===== config.mk =====
export PLATFORM = sky130hd
export DESIGN_NAME = terminal_line_editor_unit_flat
export DESIGN_NICKNAME = d
export VERILOG_FILES = /design/src/rtl/tle_pkg.sv /design/src/rtl/tle_if.sv /design/src/rtl/tle_out_buf.sv /design/src/rtl/terminal_line_editor_unit.sv /design/src/flat_wrapper.sv
export SDC_FILE = /design/constraint.sdc
export NUM_CORES = 1
export LEC_CHECK = 0
export ABC_CLOCK_PERIOD_IN_PS = 10600
export BUFFER_PORTS_ARGS = -buffer_cell sky130_fd_sc_hd__buf_2
export CORE_UTILIZATION = 47
export CTS_BUF_LIST = sky130_fd_sc_hd__clkbuf_16
export CTS_CLUSTER_DIAMETER = 80
export DETAILED_ROUTE_END_ITERATION = 7
export GPL_TIMING_DRIVEN = 0
export PLACE_DENSITY_LB_ADDON = 0.2
export REMOVE_ABC_BUFFERS = 1
export SYNTH_ARGS = -nofsm -noshare
export SYNTH_HDL_FRONTEND = slang
export SYNTH_SLANG_ARGS = --single-unit
export TNS_END_PERCENT = 20

===== constraint.sdc =====
create_clock -name clk -period 10.6 [get_ports clk]
set_input_delay 0.53 -clock clk [delete_from_list [all_inputs] [get_ports clk]]
set_output_delay 0.53 -clock clk [all_outputs]
set_load 0.03 [all_outputs]

===== src/rtl/tle_pkg.sv =====
// Terminal line editor: shared package.
// Result word type, result kind codes and the character codes the editor decodes.
// No dependencies.
`default_nettype none

package tle_pkg;

  localparam logic [1:0] KIND_ECHO    = 2'd0;
  localparam logic [1:0] KIND_CMD     = 2'd1;
  localparam logic [1:0] KIND_NEWLINE = 2'd2;
  localparam logic [1:0] KIND_PROMPT  = 2'd3;

  localparam logic [7:0] CH_BS    = 8'h08;
  localparam logic [7:0] CH_LF    = 8'h0A;
  localparam logic [7:0] CH_CR    = 8'h0D;
  localparam logic [7:0] CH_SPACE = 8'h20;
  localparam logic [7:0] CH_TILDE = 8'h7E;

  typedef struct packed {
    logic [1:0] kind;
    logic [7:0] data;
    logic [4:0] len;
    logic       last;
  } tle_word_t;

endpackage

`default_nettype wire


===== src/rtl/tle_if.sv =====
// Terminal line editor: channel interfaces.
// Received-byte channel and result channel, valid/ready handshake.
// No dependencies.
`default_nettype none

interface tle_in_if;
  logic       valid;
  logic       ready;
  logic [7:0] rx_byte;

  modport source (output valid, output rx_byte, input ready);
  modport sink   (input valid, input rx_byte, output ready);
endinterface

interface tle_out_if;
  logic       valid;
  logic       ready;
  logic [1:0] out_kind;
  logic [7:0] out_byte;
  logic [4:0] line_length;
  logic       last_of_run;

  modport source (output valid, output out_kind, output out_byte, output line_length,
                  output last_of_run, input ready);
  modport sink   (input valid, input out_kind, input out_byte, input line_length,
                  input last_of_run, output ready);
endinterface

`default_nettype wire


===== src/rtl/tle_out_buf.sv =====
// Terminal line editor: one-word output register stage.
// Holds a result word until taken; takes the next word in the cycle the old one leaves.
// Depends on tle_pkg.
`default_nettype none

module tle_out_buf
  import tle_pkg::*;
(
  input  wire logic      clk,
  input  wire logic      rst_n,
  input  wire logic      push_valid,
  output logic           push_ready,
  input  wire tle_word_t push_word,
  output logic           out_valid,
  input  wire logic      out_ready,
  output tle_word_t      out_word
);

  logic      valid_r, valid_nxt;
  tle_word_t word_r;
  logic      load;

  assign push_ready = !valid_r || out_ready;
  assign load       = push_valid && push_ready;
  assign valid_nxt  = load || (valid_r && !out_ready);

  always_ff @(posedge clk) begin
    if (!rst_n) begin
      valid_r <= 1'b0;
    end else begin
      valid_r <= valid_nxt;
    end
  end

  always_ff @(posedge clk) begin
    if (load) begin
      word_r <= push_word;
    end
  end

  assign out_valid = valid_r;
  assign out_word  = word_r;

endmodule

`default_nettype wire


===== src/rtl/terminal_line_editor_unit.sv =====
// Terminal line editor: top level, line store and sequencer.
// Depends on tle_pkg, tle_if (tle_in_if, tle_out_if) and tle_out_buf.
// Result words pass the sequencer state register, then the output register stage.
// Bytes are taken only in idle; a printable byte gives one word, a backspace three,
// a carriage return a newline, one word per stored byte (one store read each) and a
// prompt; ignored bytes none. Reset clears fill count and state; no store sweep.
`default_nettype none

module terminal_line_editor_unit
  import tle_pkg::*;
#(
  parameter int BUFFER_BYTES = 32
) (
  input  wire logic clk,
  input  wire logic rst_n,
  tle_in_if.sink    in_ch,
  tle_out_if.source out_ch
);

  localparam int CW = $clog2(BUFFER_BYTES);
  localparam logic [CW:0] FILL_MAX = (CW + 1)'(BUFFER_BYTES - 1);

  localparam logic [2:0] ST_IDLE   = 3'd0;
  localparam logic [2:0] ST_ECHO   = 3'd1;
  localparam logic [2:0] ST_BS     = 3'd2;
  localparam logic [2:0] ST_NL     = 3'd3;
  localparam logic [2:0] ST_CMD    = 3'd4;
  localparam logic [2:0] ST_PROMPT = 3'd5;

  logic [2:0]    state_r, state_nxt;
  logic [CW-1:0] fill_r, fill_nxt;
  logic [CW-1:0] idx_r, idx_nxt;
  logic [1:0]    step_r, step_nxt;
  logic [7:0]    cur_r;

  logic [7:0]    mem [BUFFER_BYTES];
  logic [7:0]    rd_data_r;
  logic          wr_en, rd_en;
  logic [CW-1:0] rd_addr;

  logic          accept;
  logic [7:0]    c;
  logic          push, push_ready;
  tle_word_t     word, ob_word;
  logic [CW+4:0] fill_ext;
  logic [CW:0]   idx_inc;

  assign c        = in_ch.rx_byte;
  assign in_ch.ready = rst_n && (state_r == ST_IDLE);
  assign accept   = in_ch.valid && in_ch.ready;
  assign fill_ext = {5'b0, fill_r};
  assign idx_inc  = {1'b0, idx_r} + 1'b1;

  always_comb begin
    state_nxt = state_r;
    fill_nxt  = fill_r;
    idx_nxt   = idx_r;
    step_nxt  = step_r;
    wr_en     = 1'b0;
    rd_en     = 1'b0;
    rd_addr   = idx_r;
    push      = 1'b0;
    word      = '{kind: KIND_ECHO, data: 8'h00, len: 5'd0, last: 1'b0};
    case (state_r)
      ST_IDLE: begin
        if (accept) begin
          if (c == CH_BS && fill_r != '0) begin
            fill_nxt  = fill_r - 1'b1;
            step_nxt  = 2'd0;
            state_nxt = ST_BS;
          end else if (c == CH_CR) begin
            state_nxt = ST_NL;
          end else if (c inside {[CH_SPACE:CH_TILDE]}) begin
            if ({1'b0, fill_r} < FILL_MAX) begin
              wr_en    = 1'b1;
              fill_nxt = fill_r + 1'b1;
            end else begin
              fill_nxt = '0;
            end
            state_nxt = ST_ECHO;
          end
        end
      end
      ST_ECHO: begin
        push = 1'b1;
        word = '{kind: KIND_ECHO, data: cur_r, len: 5'd0, last: 1'b1};
        if (push_ready) begin
          state_nxt = ST_IDLE;
        end
      end
      ST_BS: begin
        push = 1'b1;
        word = '{kind: KIND_ECHO, data: (step_r == 2'd1) ? CH_SPACE : CH_BS,
                 len: 5'd0, last: (step_r == 2'd2)};
        if (push_ready) begin
          step_nxt = step_r + 1'b1;
          if (step_r == 2'd2) begin
            state_nxt = ST_IDLE;
          end
        end
      end
      ST_NL: begin
        push = 1'b1;
        word = '{kind: KIND_NEWLINE, data: 8'h00, len: 5'd0, last: 1'b0};
        if (push_ready) begin
          if (fill_r != '0) begin
            rd_en     = 1'b1;
            rd_addr   = '0;
            idx_nxt   = '0;
            state_nxt = ST_CMD;
          end else begin
            state_nxt = ST_PROMPT;
          end
        end
      end
      ST_CMD: begin
        push = 1'b1;
        word = '{kind: KIND_CMD, data: rd_data_r, len: fill_ext[4:0], last: 1'b0};
        if (push_ready) begin
          if (idx_inc < {1'b0, fill_r}) begin
            rd_en   = 1'b1;
            rd_addr = idx_inc[CW-1:0];
            idx_nxt = idx_inc[CW-1:0];
          end else begin
            state_nxt = ST_PROMPT;
          end
        end
      end
      ST_PROMPT: begin
        push = 1'b1;
        word = '{kind: KIND_PROMPT, data: 8'h00, len: 5'd0, last: 1'b1};
        if (push_ready) begin
          fill_nxt  = '0;
          state_nxt = ST_IDLE;
        end
      end
      default: begin
        state_nxt = ST_IDLE;
      end
    endcase
  end

  always_ff @(posedge clk) begin
    if (!rst_n) begin
      state_r <= ST_IDLE;
      fill_r  <= '0;
      idx_r   <= '0;
      step_r  <= '0;
    end else begin
      state_r <= state_nxt;
      fill_r  <= fill_nxt;
      idx_r   <= idx_nxt;
      step_r  <= step_nxt;
    end
  end

  always_ff @(posedge clk) begin
    if (accept) begin
      cur_r <= c;
    end
  end

  always_ff @(posedge clk) begin
    if (wr_en) begin
      mem[fill_r] <= c;
    end
    if (rd_en) begin
      rd_data_r <= mem[rd_addr];
    end
  end

  tle_out_buf u_out_buf (
    .clk        (clk),
    .rst_n      (rst_n),
    .push_valid (push),
    .push_ready (push_ready),
    .push_word  (word),
    .out_valid  (out_ch.valid),
    .out_ready  (out_ch.ready),
    .out_word   (ob_word)
  );

  assign out_ch.out_kind    = ob_word.kind;
  assign out_ch.out_byte    = ob_word.data;
  assign out_ch.line_length = ob_word.len;
  assign out_ch.last_of_run = ob_word.last;

  a_fill_limit: assert property (@(posedge clk) disable iff (!rst_n)
    {1'b0, fill_r} <= FILL_MAX)
    else $error("fill count beyond line limit");

  a_cmd_idx: assert property (@(posedge clk) disable iff (!rst_n)
    (state_r == ST_CMD) |-> (idx_r < fill_r))
    else $error("replay index outside the stored line");

  a_last_ends: assert property (@(posedge clk) disable iff (!rst_n)
    (push && push_ready && word.last) |=> (state_r == ST_IDLE))
    else $error("sequencer not idle after final word");

  a_no_write_busy: assert property (@(posedge clk) disable iff (!rst_n)
    wr_en |-> (state_r == ST_IDLE) && !rd_en)
    else $error("store write outside idle");

endmodule

`default_nettype wire

===== src/flat_wrapper.sv =====
// flat-port wrapper written by rule: the top's interface ports become plain ports
module terminal_line_editor_unit_flat import tle_pkg::*;
#(
  parameter int BUFFER_BYTES = 32
)
  (clk, rst_n, in_ch_valid, in_ch_rx_byte, in_ch_ready, out_ch_valid, out_ch_out_kind, out_ch_out_byte, out_ch_line_length, out_ch_last_of_run, out_ch_ready);
  tle_in_if in_ch_i ();
  tle_out_if out_ch_i ();
  input  wire logic clk;
  input  wire logic rst_n;
  input wire logic [$bits(in_ch_i.valid)-1:0] in_ch_valid;
  input wire logic [$bits(in_ch_i.rx_byte)-1:0] in_ch_rx_byte;
  output wire logic [$bits(in_ch_i.ready)-1:0] in_ch_ready;
  output wire logic [$bits(out_ch_i.valid)-1:0] out_ch_valid;
  output wire logic [$bits(out_ch_i.out_kind)-1:0] out_ch_out_kind;
  output wire logic [$bits(out_ch_i.out_byte)-1:0] out_ch_out_byte;
  output wire logic [$bits(out_ch_i.line_length)-1:0] out_ch_line_length;
  output wire logic [$bits(out_ch_i.last_of_run)-1:0] out_ch_last_of_run;
  input wire logic [$bits(out_ch_i.ready)-1:0] out_ch_ready;
  assign in_ch_i.valid = in_ch_valid;
  assign in_ch_i.rx_byte = in_ch_rx_byte;
  assign in_ch_ready = in_ch_i.ready;
  assign out_ch_valid = out_ch_i.valid;
  assign out_ch_out_kind = out_ch_i.out_kind;
  assign out_ch_out_byte = out_ch_i.out_byte;
  assign out_ch_line_length = out_ch_i.line_length;
  assign out_ch_last_of_run = out_ch_i.last_of_run;
  assign out_ch_i.ready = out_ch_ready;
  terminal_line_editor_unit #(.BUFFER_BYTES(BUFFER_BYTES)) u_core (.clk(clk), .rst_n(rst_n), .in_ch(in_ch_i), .out_ch(out_ch_i));
endmodule

==> metrics.md, run 1 <==
| Metric | Value |
|---|---|
| Comb pwr share | 0.025 |
| Ys flop type | edfxtp_1 |
| Slew @ Worst Pin | 1180 ps |
| Post-Route WL | 28800 um |
| Peak supply drop | 0.000146 V |
| CP required | 10950 ps |
| Final slew viol count | 0 |
| Top-count cell post-synth | edfxtp_1 |
| Post-DP HPWL | 17100 um |
| Area Overhead vs Synth | 10.2% |
| WL per Instance | 23.0 um |
| GRT Overall Usage | 0.206 |
| Die Area | 28100 sq um |
| Clk buf depth | 3 |
| Finish-stage setup viols | 0 |
| Final Total Pwr | between 2 and 2.5 mW |
| Starting density of the core | 0.479 |
| Post-synth EDFFs | 288 |
| CTS buffer count | 31 |
| Share of layout cells above drive strength 1 | 0.140 |
| Congestion Overflow GR | 0 |
| First-pass GRT wire length | ~43000 um |
| Drt first pass iters | 5 |
| P_leak | 4.66 nW |
| Worst hold start | rst_n |
| Peak Freq | roughly 200 MHz |
| Setup bufs post-CTS | 0 |
| Insertion delay to the later sink of the worst-skew pair | 560 ps |
| Clock power frac | 0.432 |
| Sum of negative setup slack | 0 ps |
| Syn Inst Count | ~900 |
| Die Span Y | 168 um |
| Synth Area per Inst | around 15 sq um |
| Synth area leader | edfxtp_1 |
| #FFs+latches synth | 304 |
| Hold Fails Final Rpt | 0 |
| Total number of vias | roughly 7500 |
| Synth cell types | 68 |
| Post-synth top cells | 288 x edfxtp_1, 97 x nand2_1, 64 x nor2_1, 39 x and3_1, 37 x a211oi_1 |
| Footprint of the multi-input gates | 3540 sq um |
| Hold-critical path depth | 2 |
| Crit path launch type | flip-flop |
| Nets@finish | 915 |
| Status | complete, no violations |
| DR iter-0 viols | 795 |
| Reg-to-reg slack, setup | approximately 5500 ps |
| I/O pin count | 30 |
| Root Buffer | clkbuf_16 |
| R2R Path End | u_core.rd_data_r[6] |
| Max-slew headroom at the worst pin | 0.214 |
| Unrepaired setup endpoints after global routing | no |
| Share of the synthesized area in the top cell type | 0.672 |
| Hold Path End | u_core.u_out_buf.out_valid |
| Clock slew at reported path FFs | 60 ps |
| Critical path class | flip-flop to flip-flop |
| IO buf count | 29 |
| CTS tree | done |
| Post-layout util | 0.528 |
| Pre-CTS setup slack | between 5000 and 6000 ps |
| Clock skew | 13.6 ps |
| Number of global-route vias before repair | 7128 |
| Period utilization | 0.477 |
| Initial antenna violation count | 0 |
| Power Internal | ~2 mW |
| Die Wd | 168 um |
| Worst r2r src | u_core.idx_r[2] |
| Sink Count | 304 |
| Setup crit end kind | flip-flop |
| Async SR Flop Fraction | 0 |
| Largest net degree at the start of global routing | 70 |
| Rows | 60 |
| Diodes inserted | 0 |
| Flop pwr share | 0.543 |
| Hold buffers post-CTS | 0 |
| Post-synthesis cell area | ~13000 sq um |
| Worst Path Arrival | 5410 ps |
| Crit path from | u_core.idx_r[2] |
| FF-to-FF path depth | 12 |
| Vias/cell | 5.97 |
| Register area share after synthesis | 0.697 |
| Hold WC Path Type | primary input to flip-flop |
| # H-tree levels | 1 |
| Final GP Congestion | 0.831 |
| Yosys warnings | 0 |
| FF/Latch Area | 8970 sq um |
| P per Cell Area | 172 nW/um^2 |
| Post-cts resize count | 0 |
| FILL cells | 2221 |
| Crit-path max FO | 37 |
| Worst Slack Setup Final | between 5000 and 6000 ps |
| Area contributors post-synth | edfxtp_1 67%, nand2_1 2.8%, dfxtp_1 2.5% |
| Min Tclk post-route | 5060 ps |
| Core area | ~27000 sq um |
| Switching power total | a little under 500 uW |
| Max Cap Viol | 0 |
| Drt drc | 0 |
| Switching Fraction | 0.198 |
| Final ANT Viol Nets | 0 |
## power by group through the flow
stage | clock [mW] | sequential, mW | combinational (mW)
floorplan | 0 | 1.36 | 0.0222
global placement | 0 | 1.35 | 0.0612
detailed placement | 0 | 1.35 | 0.0621
CTS | 1.06 | 1.33 | 0.0624
global route | 1.11 | 1.33 | 0.0666
finish | 1.05 | 1.33 | 0.0621
## state kept, by name, summed over array words and instances (netlist names)
register / flops
u_core.cur_r: 8
u_core.fill_r: 5
u_core.idx_r: 5
u_core.mem: 256
u_core.rd_data_r: 8
u_core.state_r: 3
u_core.step_r: 2
u_core.u_out_buf.out_valid: 1
u_core.u_out_buf.out_word: 16
## cell usage in the layout (no fill, tap or decap), types with 7 or more instances in the layout
cell and n:
clkinv_1 10, inv_1 20, a31oi_1 7, edfxtp_1 288, a211oi_1 37, nand2_1 97, and4_1 8, o21ai_0 18
ha_1 12, a22oi_1 20, mux4_2 8, nand3_1 25, a21oi_1 9, mux2_2 15, a21boi_0 8, a31o_2 13
buf_2 29, a31o_1 15, clkbuf_16 31, dfxtp_1 16, nor2_1 64, a221oi_1 21, and3_1 39, and2_1 8
## worst max-delay path: stages, from the launching register on
cell and delay, ps:
dfxtp_1 500, and3_1 390, xor2_1 130, ha_1 230, or3_1 360, o22ai_1 320, o21ai_2 140, o211ai_4 880
nand2_4 500, nor2_1 580, a221o_1 250, o21ai_1 100, a2111oi_2 420
## final cells by class
class | count | share of cell area
tap | 341 | 0.0301
clock inverter | 25 | 0.0146
timing repair buffer | 32 | 0.0155
inverter | 12 | 0.00317
multi-input combinational | 510 | 0.250
sequential | 304 | 0.632
clock buffer | 31 | 0.0547
## per-stage QoR
| step | hold WS (ps) | instance area (sq um) | cells |
|---|---|---|---|
| after detailed placement | 483 | 13200 | 1199 |
| after global routing | 368 | 14200 | 1255 |
| final | 351 | 14200 | 1255 |
| after CTS | 339 | 14200 | 1255 |
| after global placement | 476 | 13100 | 1196 |
| after floorplan | 458 | 12500 | 826 |
## worst max path at each step
stage | to | cells past startpoint
floorplan | u_core.rd_data_r[6] | 12
global placement | u_core.rd_data_r[1] | 12
detailed placement | u_core.rd_data_r[4] | 13
CTS | u_core.rd_data_r[4] | 13
global route | u_core.rd_data_r[6] | 12
finish | u_core.rd_data_r[6] | 12
## cell families (layout without fill, tap and decap cells)
family | count (synthesis) | count (layout) | synth area share
xor+xnor | 5 | 5 | 0.00340
simple gates | 281 | 281 | 0.108
fa+ha+maj | 12 | 12 | 0.0117
buf+inv | 66 | 100 | 0.0291
mux | 31 | 31 | 0.0409
flops | 304 | 304 | 0.697
compound gates | 181 | 181 | 0.110
## routing by layer
metal / part of all wire / routed length, um / vias to the layer above / GRT usage
met4: 0.017 / 487 / 0 / 0.0435
met1: 0.46 / 13300 / 3780 / 0.299
met5: 0 / 0 / - / 0
li1: - / - / 3462 / -
met2: 0.48 / 13700 / 208 / 0.336
met3: 0.046 / 1320 / 38 / 0.0232
(Power assumes the default switching activity.)
==> run 2: changes to the inputs <==
Settings changed: ABC_AREA set to 1, ABC_CLOCK_PERIOD_IN_PS 10600 to 4500.
Clock period 10.6 ns to 4.5 ns, I/O delays scaled along.
==> run 2 against run 1 <==
Total power rose to 2.6 times the previous value. Synthesized area is 6.2% higher. Synthesized cell count up 50%. Routed wire length up 16%. First-iteration DRC count increased by 13%. Highest routed layer unchanged. Largest power group unchanged. Critical path depth grew 7.
==> metrics.md, run 2 <==
| Metric | Value |
|---|---|
| Nets@finish | between 1000 and 1500 |
| #FFs+latches synth | between 300 and 400 |
| Finish-stage setup viols | 0 |
| Post-synth top cells | 394 x nand2_1, 288 x edfxtp_1, 271 x nand3_1, 102 x inv_1, 62 x nor2_1 |
| Register area share after synthesis | 0.656 |
| FF-to-FF path depth | 19 |
| Post-DP HPWL | approximately 18000 um |
| Insertion delay to the later sink of the worst-skew pair | around 560 ps |
| Hold-critical path depth | 4 |
| Share of the synthesized area in the top cell type | 0.632 |
| Synth Area per Inst | roughly 10 sq um |
| Die Area | 29800 sq um |
| Final Total Pwr | 6.44 mW |
| First-pass GRT wire length | slightly above 50000 um |
| Clk buf depth | 3 |
| Crit-path max FO | between 60 and 70 |
| Min Tclk post-route | 4290 ps |
| WL per Instance | 19.3 um |
| Status | complete, no violations |
| Worst Slack Setup Final | 213 ps |
| Final GP Congestion | 0.831 |
| Root Buffer | clkbuf_16 |
| Largest net degree at the start of global routing | 130 |
| Crit path from | u_core.idx_r[0] |
| Synth area leader | edfxtp_1 |
| Final slew viol count | 0 |
| Worst hold start | out_ch_ready |
| Initial antenna violation count | 0 |
| Drt first pass iters | 7 |
| Post-synthesis cell area | 13700 sq um |
| Die Span Y | ~170 um |
| Post-place instance area | 14000 sq um |
| Number of global-route vias before repair | 8908 |
| Setup crit end kind | flip-flop |
| Hold Fails Final Rpt | 0 |
| Vias/cell | 5.46 |
| IO buf count | 29 |
| P per Cell Area | 424 nW/um^2 |
| Max stage delay cell, worst path | nand2_4 |
| Total number of vias | 9442 |
| Rows | 62 |
| P_leak | 5.91 nW |
| DR iter-0 viols | 895 |
| Sink Count | 304 |
| Syn Inst Count | between 1000 and 1500 |
| Yosys warnings | 0 |
| Pre-CTS setup slack | -267 ps |
| Worst Path Arrival | about 4600 ps |
| Top-count cell post-synth | nand2_1 |
| Crit-path max cell delay | 680 ps |
| Starting density of the core | 0.476 |
| Synth cell types | 40 |
| Critical path class | flip-flop to flip-flop |
| Async SR Flop Fraction | 0 |
| Drt drc | 0 |
| Most frequent cells in the layout | 391 x nand2_1, 288 x edfxtp_1, 271 x nand3_1, 105 x inv_1, 60 x nor2_1 |
| Post-route cell area | 15200 sq um |
| Post-synth EDFFs | roughly 290 |
| Share of layout cells above drive strength 1 | 0.0878 |
| Peak Freq | 233 MHz |
| Period utilization | 0.953 |
| Max-slew headroom at the worst pin | 0.364 |
| Top Family by Delay on Critical Path | simple AND/OR/NAND/NOR gates |
| CTS buffer count | 31 |
| Worst r2r src | u_core.idx_r[0] |
| I/O pin count | 30 |
| Diodes inserted | 0 |
| Slew @ Worst Pin | roughly 950 ps |
| Final ANT Viol Nets | 0 |
| Congestion Overflow GR | 0 |
| Top reg by flops | u_core.mem |
| CP bufs+invs | 2 |
| CP Depth | 19 |
| CP required | 4800 ps |
| Commonest non-fill, non-tap cell in the layout | nand2_1 |
| Peak supply drop | 0.000296 V |
| Crit path cell chain | ha_1, xor2_1, ha_1, nand2_1, inv_1, nand2_1, nand2_1, nand2_2, nand3_4, nand2_1, nand3_1, nand2_4, inv_4, nand2_1, nand3_1, nand3_1, nand2_1, nand2_1, nand2_1 |
| Crit path launch type | flip-flop |
| Clock slew at reported path FFs | 60 ps |
| CP dominant cell by count | nand2_1 |
| Max Cap Viol | 0 |
| # H-tree levels | 1 |
| Largest register FFs | around 260 |
| Core area | 28700 sq um |
| Die Wd | 173 um |
| GRT Overall Usage | 0.219 |
| Hold WC Path Type | primary input to flip-flop |
| Post-Route WL | approximately 33000 um |
| CTS tree | done |
| Ys flop type | edfxtp_1 |
| Unrepaired setup endpoints after global routing | no |
| Clock skew | 14.6 ps |
| Area contributors post-synth | edfxtp_1 63%, nand2_1 11%, nand3_1 9.9% |
| Area Overhead vs Synth | 11.0% |
-- run 2: through the flow --
step                      std cells  hold slack, ps   util  TNS, ps
after floorplan                1248             324      -   -14180
after global placement         1661             466  0.484   -47830
after detailed placement       1664             481  0.488    -1790
after CTS                      1724             113  0.527        0
after global routing           1728             169  0.529        0
final                          1728             146  0.529        0
-- run 2: what timing repair did --
| action | CTS | global route |
|---|---|---|
| hold buffers | 1 | 0 |
| pin swaps | 0 | 1 |
| resized for setup | 3 | 2 |
| gates cloned | 1 | 3 |
| buffers inserted | 2 | 1 |
| endpoints found under the setup margin | 8 | 8 |
| hold endpoints to repair | 4 | 0 |
-- run 2: layer usage --
layer	track usage	part of all wire	up-vias
met5	0	0	-
met4	0.0766	0.030	0
met3	0.0332	0.070	69
met2	0.352	0.47	331
met1	0.305	0.43	4528
li1	-	-	4514
-- run 2: area by class of cell --
type | count | area, sq um
Inverter | 114 | 433
Timing Repair Buffer | 37 | 270
Clock buffer | 31 | 776
Clock inverter | 25 | 294
Timing Repair inverter | 1 | 5.00
Sequential cell | 304 | 8970
Multi-Input combinational cell | 832 | 3950
Tap cell | 384 | 480
Fill cell | 2566 | 13500
-- run 2: cell families after synthesis --
logic type	after synthesis	synth area share
flops	304	0.656
xor+xnor	4	0.00256
simple gates	768	0.248
buf+inv	183	0.0606
fa+ha+maj	12	0.0110
compound gates	46	0.0220
-- run 2: worst register-to-register path, delay by kind of cell, from the launching register on --
kind                     cells  cell delay (ps)
XOR/XNOR                     1              240
adder cells (fa/ha/maj)      2              520
buffers and inverters        2              620
flip-flops                   1              490
AND/OR/NAND/NOR             14             2150
-- run 2: power by group --
group / switching [mW] / leakage [nW] / internal [mW]
combinational: 0.392 / 2.66 / 0.125
clock: 1.06 / 0.526 / 1.64
sequential: 0.0313 / 2.73 / 3.19
total: 1.48 / 5.91 / 4.95
-- run 2: final timing paths --
| path | end | slack [ps] |
|---|---|---|
| worst max-delay path | u_core.rd_data_r[7] | 210 |
| worst min-delay path | u_core.u_out_buf.out_valid | 150 |
| worst max register to register | u_core.rd_data_r[7] | 210 |
| worst min register to register | u_core.step_r[1] | 490 |
